**src/satlb_ram.sv**
```systemverilog
// ----------------------------------------------------------------------------
// satlb_ram
// Generic single-write, single-read RAM with registered read data.
// ----------------------------------------------------------------------------
module satlb_ram #(
   parameter int WIDTH = 8,
   parameter int DEPTH = 16
) (
   input  logic                     clock,
   input  logic                     wr_en,
   input  logic [$clog2(DEPTH)-1:0] wr_addr,
   input  logic [WIDTH-1:0]         wr_data,
   input  logic                     rd_en,
   input  logic [$clog2(DEPTH)-1:0] rd_addr,
   output logic [WIDTH-1:0]         rd_data
);

   logic [WIDTH-1:0] mem_ff [DEPTH];
   logic [WIDTH-1:0] rd_data_ff;

   always_ff @(posedge clock) begin
      if (wr_en) begin
         mem_ff[wr_addr] <= wr_data;
      end
      if (rd_en) begin
         rd_data_ff <= mem_ff[rd_addr];
      end
   end

   assign rd_data = rd_data_ff;

endmodule

```
**config.mk**
```make
export PLATFORM = sky130hd
export DESIGN_NAME = satlb_ram
export DESIGN_NICKNAME = d
export VERILOG_FILES = /design/src/satlb_ram.sv
export SDC_FILE = /design/constraint.sdc
export NUM_CORES = 1
export LEC_CHECK = 0
export BUFFER_PORTS_ARGS = -buffer_cell sky130_fd_sc_hd__buf_4
export CAP_MARGIN = 30
export CORE_ASPECT_RATIO = 0.6
export CORE_MARGIN = 8
export CORE_UTILIZATION = 40
export CTS_CLUSTER_DIAMETER = 80
export CTS_CLUSTER_SIZE = 25
export DETAILED_ROUTE_END_ITERATION = 10
export MAX_ROUTING_LAYER = met4
export PLACE_DENSITY = 0.63
export SYNTH_ARGS = -nofsm -noshare
export SYNTH_HDL_FRONTEND = slang
export SYNTH_SLANG_ARGS = --single-unit
```
**constraint.sdc**
```tcl
create_clock -name clock -period 2.1 [get_ports clock]
set_clock_uncertainty 0.05 [all_clocks]
set_input_delay 0.315 -clock clock [delete_from_list [all_inputs] [get_ports clock]]
set_output_delay 0.315 -clock clock [all_outputs]
set_load 0.005 [all_outputs]
```
# Yosys cells after proc, flatten, opt, wreduce, memory -nomap -nowiden
# Memory sizes are Yosys's and may differ from the RTL's. A register that Yosys moved wholly into a read port is not among the register bits.
# Cells that the tools add are included.
[classes]
mux = 2
[op_table]
columns = ["operator", "n"]
rows = [
  ["2-to-1 mux 1 bit", 2],
]
[word_totals]
ff_bits = 0
mem_bits_rw = 128
in_bits = 19
out_inout_bits = 8
memories = 1
[mem_list]
columns = ["memory", "words", "word_bits", "rd", "rd_clocked_by_memory_dff", "write_ports", "line", "text"]
rows = [
  ["mem_ff", 16, 8, 1, 1, 1, "18", "logic [WIDTH-1:0] mem_ff [DEPTH];"],
]

# Logic depth before layout (Yosys ltp)
[depth]
word_depth = 2
ltp_mapped = 5

# Worst setup path before layout
# Ideal clock, no wire load.
[synth_path]
kind = "input to register"
startpoint = "input wr_addr[2]"
endpoint = "memory mem_ff[0][0], enable pin"
setup_ns = 0.383
arrival_time_ns = 1.425
required_ns = 1.667
path_slack_ns = 0.242
stages = 2
path_buffers = 0
path_cell_list = "or3b_2 nor3_1"
[synth_rtl]
columns = ["element", "line", "text"]
rows = [
  ["start: declaration", "11", "input logic [$clog2(DEPTH)-1:0] wr_addr,"],
  ["end: declaration", "18", ""],
]
# Straight into the memory's write port.

==> results.md <==
Status:
- The run finished with clean final reports.

Routing:
- The total wirelength of the detailed-routed design is around 10000 um.
- For this block, the initial DRC count from the detailed router was approximately 170.
- Dividing the detail-routed wire length by the instance count gives about 22 um.
- Detailed routing inserted a total of 2472 vias.
- The ratio of routed vias to standard cells is around 5.3.
- In the routed design, unresolved DRC markers number 0.
- The first detailed-routing pass ran for 4 iterations.
- The antenna violation net count after detailed routing is 0.

Die:
- The floorplan core area is 0.0128 mm^2.
- The die covers ~0.017 mm^2.
- Once the floorplan was initialized, standard cells occupied 40.8% of the core.
- The floorplan step set the die width to about 160 um.
- The site row count is 32.
- The die is 105 um tall.
- In this run the count of I/O pins placed on the die edge is 27.

Clocking:
- The total clock buffers created by CTS is 17.
- The depth of the CTS H-tree is 4.
- The clock latency reported for the late side of the worst-skew pair is 0.41 ns.
- The maximum count of clock buffers along a single path is 2.
- After clock tree synthesis, the setup repair step added 0 buffers.
- The number of gates resized after CTS was 0.
- TritonCTS built the clock tree.
- The number of sinks on the clock net is about 140.
- The root buffer cell is sky130_fd_sc_hd__clkbuf_16.
- After clock tree synthesis, the clock-pin slew on the worst setup and hold paths is roughly 0.060 ns.
- For this design, the CTS-stage hold fixing added 0 buffers.

STA:
- Setup violations remaining at the end of the flow were counted as 0.
- Based on the critical path, the design can be clocked at up to between 600 and 700 MHz.
- Setup repair after global routing left no endpoint under its margin.
- The portion of the clock cycle consumed by the worst path in the final layout is roughly three quarters.
- The worst path needs 1.54 ns of the cycle, external delays included.
- The actual transition at the worst max-transition pin is between 0.4 and 0.5 ns.
- The accumulated negative setup slack is 0 ns.
- The normalized max-slew margin is between 60 and 70%.
- The final count of hold timing violations is 0.
- The number of slew-limit violations in the final report is 0.

Yosys:
- The post-synthesis register bit count is around 140.
- Each instance of the synthesized netlist takes up on average approximately 23 um^2.
- The part of the Yosys area used for sequential elements is about 78%.
- Yosys printed 0 warnings.
- The area of the mapped netlist is between 0.005 and 0.006 mm^2.
- After technology mapping, the gate count stands at about 230.
- Synthesis produced a netlist with a net count of approximately 250.
- The number of different library cells in the post-synthesis netlist is 18.

Placement:
- Once detailed placement completed, the half-perimeter wirelength came to between 6000 and 7000 um.
- The count of input and output buffers is 26.
- The number of cells after detailed placement is 435.
- The congestion estimate from routability-driven global placement came to between 0.7 and 0.8.

GRT:
- The global route total overflow is 0.
- The wire length of the first global-routing pass is around 16000 um.
- The number of global-route vias before repair was approximately 2.6k.
- Global routing consumed, on the met1 layer, between 15 and 20% of the routing resources.
- For this run, global-route usage on met3 was measured as ~3.4%.
- Entering global routing, the biggest net connects 33 pins.
- In this run the most used layer during global routing was met1.
- The total track usage is between 10% and 20%.
- The initial antenna violation count came to 0.
- The met2 usage is roughly 18%.

Power:
- Dividing total power by cell area gives a power density of 1030 mW/mm^2.
- Across the VDD grid, the largest voltage drop is 0.000622 V.
- The static leakage is 0.00214 uW.
- The total chip power is 6540 uW.

Setup path:
- The slack of the worst reg-to-reg path is 0.56 ns.
- The largest fanout of any net on the critical path is 1.
- The nature of the critical path startpoint is a flop.
- The worst setup path is captured at a flop.
- The data required time at the worst endpoint is about 2.2 ns.
- The worst setup path category is flop to flop.
- Data on the critical path arrives at its endpoint at ~1.6 ns.

Final layout:
- The share of layout cells above drive strength 1 is roughly a third.
- The number of fillers in the final layout is 1039.
- At the end of the flow, the number of nets in the layout was ~300.
- Excluding fillers, the count of instances in the completed layout stands at approximately 470.
- Compared with the post-synthesis result, the final layout area differs by 21.4%.
- 0 antenna diodes ended up in the layout.

Min path:
- The worst min-delay path category is primary input to flop.

Flow run:
- The max-cap check violation count is 0.
-- routing by layer --
metal  share of wire, %  vias up
met5                  0        -
met4                1.4        0
met3                4.9       13
met2                 41       68
met1                 52     1302
li1                   -     1089
-- metrics by stage --
step	area (um^2)	setup WS, ns	utilization, %	hold slack, ns
floorplan	5230	0.242	-	0.364
global placement	5710	0.199	44.6	0.575
detailed placement	5710	0.194	44.6	0.580
CTS	6340	0.555	49.5	0.151
global route	6340	0.484	49.5	0.156
finish	6340	0.564	49.5	0.163
-- cells in the final DEF, fill, tap and decap left out --
cell type | synthesis | final
sky130_fd_sc_hd__nand2_1 | 9 | 9
sky130_fd_sc_hd__nor2_1 | 13 | 13
sky130_fd_sc_hd__clkinvlp_4 | 0 | 3
sky130_fd_sc_hd__a22oi_1 | 16 | 16
sky130_fd_sc_hd__nand3_1 | 1 | 1
sky130_fd_sc_hd__clkinv_2 | 0 | 3
sky130_fd_sc_hd__clkbuf_16 | 0 | 17
sky130_fd_sc_hd__edfxtp_1 | 136 | 136
sky130_fd_sc_hd__nor2b_1 | 1 | 1
sky130_fd_sc_hd__or3b_2 | 1 | 1
sky130_fd_sc_hd__buf_4 | 1 | 45
sky130_fd_sc_hd__bufinv_16 | 0 | 5
sky130_fd_sc_hd__and2_1 | 1 | 1
sky130_fd_sc_hd__and2b_1 | 1 | 1
sky130_fd_sc_hd__nor3_1 | 4 | 4
sky130_fd_sc_hd__nand2b_1 | 2 | 2
sky130_fd_sc_hd__clkinv_4 | 0 | 1
sky130_fd_sc_hd__buf_12 | 0 | 1
sky130_fd_sc_hd__nand3b_1 | 2 | 2
sky130_fd_sc_hd__mux4_1 | 14 | 14
sky130_fd_sc_hd__mux4_2 | 18 | 18
sky130_fd_sc_hd__clkinv_1 | 0 | 3
-- final timing paths --
kind / from / endpoint / depth (start not counted)
max: mem_ff[10][6] / rd_data[6] / 3
min: rd_en / rd_data[6] / 1
max reg2reg: mem_ff[10][6] / rd_data[6] / 3
min reg2reg: mem_ff[14][2] / rd_data[2] / 3
-- flip-flops by register name, indices dropped and copies added, names as in the netlist --
name	count
mem_ff	128
rd_data	8
-- worst max-delay path: stages, from the launching register on --
cell                       delay (ns)
sky130_fd_sc_hd__edfxtp_1        0.37
sky130_fd_sc_hd__mux4_2          0.46
sky130_fd_sc_hd__a22oi_1         0.21
sky130_fd_sc_hd__nand2_1         0.16
-- cell usage after synthesis, drive strengths merged --
library cell,count,share of area (%)
edfxtp,136,78
nand2,9,0.65
buf,7,1.1
nor2b,1,0.12
nand2b,2,0.24
and2b,1,0.14
nor2,13,0.93
or3b,1,0.17
nand3,1,0.096
nor3,4,0.38
clkdlybuf4s25,3,0.57
a22oi,16,2.3
and2,1,0.12
nand3b,2,0.29
mux4,32,15
-- cell type report --
class | instances | area (um^2) | area share, %
sequential | 136 | 4080 | 64.4
multi-input combinational | 83 | 1060 | 16.7
tap | 170 | 213 | 3.35
clock buffer | 17 | 425 | 6.70
timing repair buffer | 46 | 358 | 5.64
clock inverter | 15 | 208 | 3.27
-- kinds of logic (layout without fill, tap and decap cells) --
kind of cell / after synthesis / after routing / synth area share, %
simple gates: 35 / 35 / 3.14
compound gates: 16 / 16 / 2.30
buf+inv: 10 / 78 / 1.65
mux: 32 / 32 / 14.8
flops: 136 / 136 / 78.1
-- power by group --
| group | switching [uW] | total (uW) | internal (uW) |
|---|---|---|---|
| sequential | 17.6 | 3080 | 3060 |
| clock | 1080 | 3170 | 2090 |
| combinational | 160 | 295 | 135 |
| total | 1260 | 6540 | 5280 |
(Power assumes the default switching activity.)
