[src/satlb_pkg.sv]
// ----------------------------------------------------------------------------
// satlb_pkg
// Shared types and constants for the set-associative TLB with round-robin fill.
// ----------------------------------------------------------------------------
package satlb_pkg;

   // parameter defaults
   localparam int NUM_SETS_DEF     = 32;
   localparam int WAYS_PER_SET_DEF = 32;
   localparam int VPN_BITS_DEF     = 20;

   // request / response field widths
   localparam int MODE_W  = 2;
   localparam int VA_W    = 20;
   localparam int PA_W    = 32;
   localparam int FLAGS_W = 4;
   localparam int SEL_W   = 5;
   localparam int TAG_W   = 24;

   // number of values of the low set-select bits of a virtual page
   localparam int SEL_COUNT = 1 << SEL_W;

   localparam int REQ_TDATA_W = 72;
   localparam int RSP_TDATA_W = 88;

   // operation codes
   localparam logic [MODE_W-1:0] MODE_FILL    = 2'd0;
   localparam logic [MODE_W-1:0] MODE_INV_ONE = 2'd1;
   localparam logic [MODE_W-1:0] MODE_INV_ALL = 2'd2;

   // clears the valid bit (bit 0) of the flags
   localparam logic [FLAGS_W-1:0] VALID_CLEAR_MASK = 4'b1110;

   // command from the sequencer to the per-set pointer block
   typedef struct packed {
      logic advance;     // step the pointer of the addressed set
      logic clear_all;   // zero every pointer and full flag
   } ptr_cmd_type;

endpackage

[src/satlb_way_ptr.sv]
// ----------------------------------------------------------------------------
// satlb_way_ptr
// Per-set round-robin way pointer and full flag.
// ----------------------------------------------------------------------------
module satlb_way_ptr #(
   parameter int NUM_SETS     = satlb_pkg::NUM_SETS_DEF,
   parameter int WAYS_PER_SET = satlb_pkg::WAYS_PER_SET_DEF
) (
   input  logic                        clock,
   input  logic                        reset,
   input  satlb_pkg::ptr_cmd_type      cmd,
   input  logic [$clog2(NUM_SETS)-1:0] set_idx,
   output logic [$clog2(WAYS_PER_SET)-1:0] way,
   output logic                        full
);

   localparam int WAY_W = $clog2(WAYS_PER_SET);

   logic [WAY_W-1:0]    next_way_ff [NUM_SETS];
   logic [WAY_W-1:0]    next_way_in [NUM_SETS];
   logic [NUM_SETS-1:0] full_ff;
   logic [NUM_SETS-1:0] full_in;

   assign way  = next_way_ff[set_idx];
   assign full = full_ff[set_idx];

   always_comb begin
      next_way_in = next_way_ff;
      full_in     = full_ff;
      priority if (cmd.clear_all) begin
         for (int i = 0; i < NUM_SETS; i++) begin
            next_way_in[i] = '0;
         end
         full_in = '0;
      end else if (cmd.advance) begin
         // wrap marks the set full until the next invalidate-all or reset
         if (next_way_ff[set_idx] == WAY_W'(WAYS_PER_SET - 1)) begin
            next_way_in[set_idx] = '0;
            full_in[set_idx]     = 1'b1;
         end else begin
            next_way_in[set_idx] = next_way_ff[set_idx] + 1'b1;
         end
      end else begin
         // hold
         next_way_in = next_way_ff;
         full_in     = full_ff;
      end
   end

   always_ff @(posedge clock) begin
      if (reset) begin
         next_way_ff <= '{default: '0};
         full_ff     <= '0;
      end else begin
         next_way_ff <= next_way_in;
         full_ff     <= full_in;
      end
   end

endmodule

[config.mk]
export PLATFORM = sky130hd
export DESIGN_NAME = satlb_way_ptr
export DESIGN_NICKNAME = d
export VERILOG_FILES = /design/src/satlb_pkg.sv /design/src/satlb_way_ptr.sv
export SDC_FILE = /design/constraint.sdc
export NUM_CORES = 1
export LEC_CHECK = 0
export BUFFER_PORTS_ARGS = -buffer_cell sky130_fd_sc_hd__buf_2
export CORE_ASPECT_RATIO = 1.5
export CORE_MARGIN = 2
export CORE_UTILIZATION = 45
export CTS_CLUSTER_SIZE = 40
export DETAILED_ROUTE_END_ITERATION = 10
export PLACE_DENSITY = 0.67
export SLEW_MARGIN = 0
export SYNTH_ARGS = -nofsm -noshare
export SYNTH_HDL_FRONTEND = slang
export SYNTH_SLANG_ARGS = --single-unit
[constraint.sdc]
create_clock -name clock -period 6.6 [get_ports clock]
set_clock_uncertainty 0.15 [all_clocks]
set_input_delay 1.32 -clock clock [delete_from_list [all_inputs] [get_ports clock]]
set_output_delay 1.32 -clock clock [all_outputs]
set_load 0.005 [all_outputs]
* Word-level counts from Yosys, hierarchy flattened *
Cells that the tools add are included.
W data, S select, Z words.

storage, ports and cells
  bits of input ports = 9
  output and inout port bits = 6
  logic and storage cells = 58
  register bits = 192

operators by class
  add/subtract/negate cells = 1
  bitwise gates (word level) = 4
  reduce and logical (&&, ||, !) cells = 4
  eq/ne operators = 1
  mux-type cells = 11
  order comparisons = 4

operator list
  kind                   number
  $and A160 B160 Y160    1
  $bwmux W160            1
  $mux W160              1
  $not A160 Y160         1
  $or A32 B32 Y32        1
  $bmux W5 S5            1
  $demux W5 S5           1
  $mux W5                3
  $ge A6 B6 Y1 const B   1
  $lt A5 B6 Y1 const B   1
  $lt A6 B1 Y1 const B   1
  $not A5 Y6             1
  $add A5 B1 Y5 const B  1
  $bmux W1 S5            1
  $demux W1 S5           1
  $eq A5 B5 Y1 const B   1
  $ge A5 B1 Y1 const B   1
  $logic_and A1 B1 Y1    2
  $mux W1                2
  $reduce_and A2 Y1      1
  $reduce_or A2 Y1       1

* Depth between registers and ports, before layout *
  depth in word-level cells = 8
  depth in mapped cells = 17

* Worst setup path before layout *
OpenSTA, ideal clock, no wires.

  kind = input to register
  start = in set_idx[0]
  end = reg next_way_ff[23] in the netlist's numbering
  required time = 6.392 ns
  path slack = 1.670 ns
  buffers on the path = 4
  stages on the path = 12
  setup time = 0.058 ns
  arrival time = 4.722 ns
  cells stage by stage = buf_4 > buf_6 > clkbuf_1 > buf_1 > mux4_2 > a22oi_1 > nand4_1 > ha_1 > nor2_1 > nand3_1 > or4_1 > o2bb2a_2

on the way
  elaborated cells on any way between the ends = 15
  classes of those cells = add/sub: 1; order compare: 2; eq/ne: 1; mux: 7; bitwise: 3; reduce/logical: 1

RTL lines
  item                    line                 source
  start: declaration      satlb_way_ptr.sv:12  input logic [$clog2(NUM_SETS)-1:0] set_idx,
  $not A5 Y6              -
  $bmux W5 S5             -
  $mux W5 (2 in a row)    -
  net way[4]              satlb_way_ptr.sv:13  output logic [$clog2(WAYS_PER_SET)-1:0] way,
  $eq A5 B5 Y1            satlb_way_ptr.sv:37  if (next_way_ff[set_idx] == WAY_W'(WAYS_PER_SET - 1)) begin
  $mux W160               satlb_way_ptr.sv:37
  end signal: assignment  satlb_way_ptr.sv:55  next_way_ff <= next_way_in;
  end: declaration        satlb_way_ptr.sv:19  logic [WAY_W-1:0] next_way_ff [NUM_SETS];

The timed path passes the listed nets, and every way through them passes these cells. The select of a mux whose other input is x is not followed.
A chain may end at the register's enable or synchronous reset.

* Worst setup path in the final report *
  start = in set_idx[1]
  end = reg next_way_ff[23] in the netlist's numbering

on the way
  word-level cells in the longest chain between the ends = 8
  elaborated cells on any way between the ends = 15
  classes of those cells = add/sub: 1; order compare: 2; eq/ne: 1; mux: 7; bitwise: 3; reduce/logical: 1

ends and longest elaborated chain
  item                                                                   line
  $not A5 Y6 (not written as such) *                                     satlb_way_ptr.sv:37, satlb_way_ptr.sv:38, satlb_way_ptr.sv:41
  parallel branches: the longest is 6 deep, another holds $add A5 B1 Y5  -
  $mux W160 *                                                            satlb_way_ptr.sv:37

Every way passes the cells marked *. The select of a mux whose other input is x is not followed.

==> results.md <==
- Type of element launching the critical path: input pin
- Number of ports placed on the die boundary: 15
- Starting density of the core: 0.4583
- Crit path from: set_idx[1]
- Root Buffer: clkbuf_16
- Quantity of hold-fixing buffers added after cts: 0
- Cell type contributing the most total cell area after synthesis: dfxtp_1
- Inserted Diodes: 0
- Most instantiated flip-flop cell in the synthesis netlist: dfxtp_1
- Clock-pin slew on the worst setup and hold paths: 0.08 ns
- FF+latch count, synth: 192
- Synth top area share: 0.4256
- Total number of vias: 8125
- Number of DRC markers after the initial detailed-route iteration: 1005
- Final core utilization: 0.5017
- FF-to-FF setup slack: 2.57 ns
- Run status: finished clean
- Post-Synth Simple-Gate Area: 0.1850
- Arithmetic-cell share of the synthesized area counting full adders, half adders and majority gates: 0.004156
- Final hold viol count: 0
- Port bufs: 14
- RePlAce Congestion: 1.059
- Peak supply drop: 186.1 uV
- Syn avg cell area: 9.077 um2
- Actual transition at the worst max-transition pin: 1.221 ns
- Share of layout cells above drive strength 1: 0.1369
- Half-perimeter wire length after detailed placement: 19.62 mm
- Clock Latency Late Sink: 0.45 ns
- Number of enable-type register cells in the synthesized netlist: 0
- Critical path capture point type: register
- Mux share of post-synthesis cell area: 0.1162
- Compound-Gate Fraction of Synth Area: 0.2192
- Post-cts resize count: 0
- Wire length of the first global-routing pass: 45.55 mm
- Path category of the worst min-delay check: reg2reg
- Maximum Capacitance Violations: 0
- Routed wire length per instance: 23.69 um
- Unrepaired setup endpoints after global routing: false
- Post-Syn Area: 0.009031 mm2
- Post-CTS setup buffers: 0
- Fillers: 1874
- Cell depth of the worst min-delay path: 2
- Final Slew Violations: 0
- Setup violators final: 0
- Launch instance of the worst register-to-register path: next_way_ff[146]$_SDFFE_PP0P_
- Floorplan die height: 177.5 um
- Depth of the worst register-to-register path: 13
- Yosys warns: 0
- Clock tree from TritonCTS: built
- Area of the die: 0.02124 mm2
- Data required time at the worst endpoint: 6.85 ns
- Per-cell via count in the routed design: 6.521
- Row count: 63
- Critical path start-end classification: in2reg
- Setup TNS: 0 ns
- Post-placement setup slack: 0.8360 ns
- Number of detailed-routing iterations run before antenna repair: 5
- Worst min-delay path endpoint: full_ff[27]$_SDFFE_PP0P_
- Most common cell after layout, fill and taps aside: nor2_1
- Final critical path time including I/O delays and setup: 5.412 ns
- Capture instance of the worst register-to-register path: next_way_ff[23]$_SDFFE_PP0P_
- Cell Area, Placed: 0.009299 mm2
- # H-tree levels: 4
- Instance count of the mapped netlist: 995
- Slew margin rel.: 0.1798
- Power density over the cells: 237.6 mW/mm2
- Core area: 0.01971 mm2
- Number of global-route vias before repair: 7638
- Synthesis-to-layout area growth: 9.462%
- Mapped Nets: 1007
- Total number of nets in the final design: 985
- Leakage power figure: 3.259 nW
- Start point of the worst min-delay path: full_ff[27]$_SDFFE_PP0P_
- Arrival @ worst endpoint: 5.66 ns
- Max Freq: 184.8 MHz
- Global-route congestion overflow total: 0
- Share of the cycle needed by the critical path after routing: 0.8199
- Layout Cell Area excl Fill: 0.009886 mm2
- Antenna-violating nets left: 0
- Main combinational cell family by area after synthesis: compound AO/OA/AOI/OAI gates
- Setup WS post-layout: 1.188 ns
- CTS max path bufs: 2
- Die extent in x: 119.7 um
- Final routed DRC violation total: 0
- Biggest area contributors in the synthesized netlist: dfxtp_1 (43%), a22oi_1 (11%), nor2_1 (8.9%), mux4_2 (6.5%), mux2i_1 (4.8%)
- Total power of the final layout: 2.349 mW
- Most frequent cells in the layout: nor2_1 (211), dfxtp_1 (192), a22oi_1 (134)
- Clock buffers created by TritonCTS: 17
- Antenna violations before repair: 0
- Clock net sink count: 192
- Largest fanout on the critical path: 38
- Post-synthesis sequential area ratio: 0.4256
- Pin count of the biggest net entering global routing: 67
- Routed Wire Length: 29.52 mm
- Post-synth cell types: 57
- Gr usage total: 0.2820
- Share of flip-flops with an asynchronous set or reset after synthesis: 0
- Area share of xor/xnor cells in the synthesized design: 0.0009698
-- worst max path at each step --
stage	to	slack, ns	cells after the start
after detailed placement	next_way_ff[23]$_SDFFE_PP0P_	0.84	15
after global routing	next_way_ff[103]$_SDFFE_PP0P_	0.95	15
after floorplan	next_way_ff[23]$_SDFFE_PP0P_	1.67	12
final	next_way_ff[23]$_SDFFE_PP0P_	1.19	15
after CTS	next_way_ff[123]$_SDFFE_PP0P_	1.30	15
after global placement	next_way_ff[23]$_SDFFE_PP0P_	0.95	15
-- sequential cells by signal, indices dropped and copies added, names as in the netlist --
name	flops
next_way_ff	160
full_ff	32
-- worst max-delay path, stage by stage --
cell and delay [ns]:
buf_4 0.50, buf_12 0.31, mux2i_1 0.23, o22ai_1 0.18, nor4_1 0.41, o22a_2 0.27, inv_2 0.08, ha_1 0.22
and3_1 0.19, ha_1 0.21, buf_4 0.22, nor2_1 0.24, nand3_1 0.35, or4_1 0.62, o2bb2a_2 0.25
-- synth_stat cells (5+ instances only) --
library cell,instances
nor2_1,213
dfxtp_1,192
a22oi_1,134
a21oi_1,68
clkbuf_1,51
mux2i_1,43
nand2_1,36
nor4_1,35
mux4_2,26
buf_2,21
nor3_1,21
o22ai_1,20
or4_1,12
o221a_1,10
buf_1,7
buf_4,6
nand2b_1,5
nand3_1,5
o2bb2a_1,5
o2bb2a_2,5
or3_1,5
-- cell type report --
cell class | instances | area (um2) | share of cell area
clock inverters | 15 | 161.4 | 0.01633
clock buffers | 17 | 425.4 | 0.04303
repair buffers | 48 | 340.3 | 0.03443
well taps | 260 | 325.3 | 0.03291
multi-input cells | 707 | 4761 | 0.4816
inverters | 7 | 28.78 | 0.002911
flip-flops and latches | 192 | 3844 | 0.3888
-- kinds of logic after synthesis --
kind of cell | after synthesis
XOR/XNOR | 1
AO/OA/AOI/OAI | 271
adder cells (fa/ha/maj) | 3
multiplexers | 72
buffers and inverters | 96
AND/OR/NAND/NOR | 360
flip-flops | 192
-- where the power goes --
| part | internal, mW | switching (mW) | leakage (nW) | total [mW] |
|---|---|---|---|---|
| clock network | 0.538 | 0.504 | 0.279 | 1.04 |
| logic | 0.0371 | 0.110 | 1.43 | 0.147 |
| registers | 1.16 | 0.000924 | 1.55 | 1.16 |
| total | 1.73 | 0.615 | 3.26 | 2.35 |
-- layer usage --
metal	track usage	vias to the layer above	wire (um)
met3	0.04724	105	2161
met2	0.4595	415	14020
li1	-	3677	-
met4	0.1711	0	1783
met1	0.3483	3928	11550
met5	0	-	0
-- metrics by stage --
stage                     cells  hold slack (ns)
after floorplan             995           0.2815
after global placement     1214           0.2929
after detailed placement   1214           0.3028
after CTS                  1246           0.3199
after global routing       1246           0.3386
final                      1246           0.3172
Note: power is estimated with default switching activity, not from simulation.
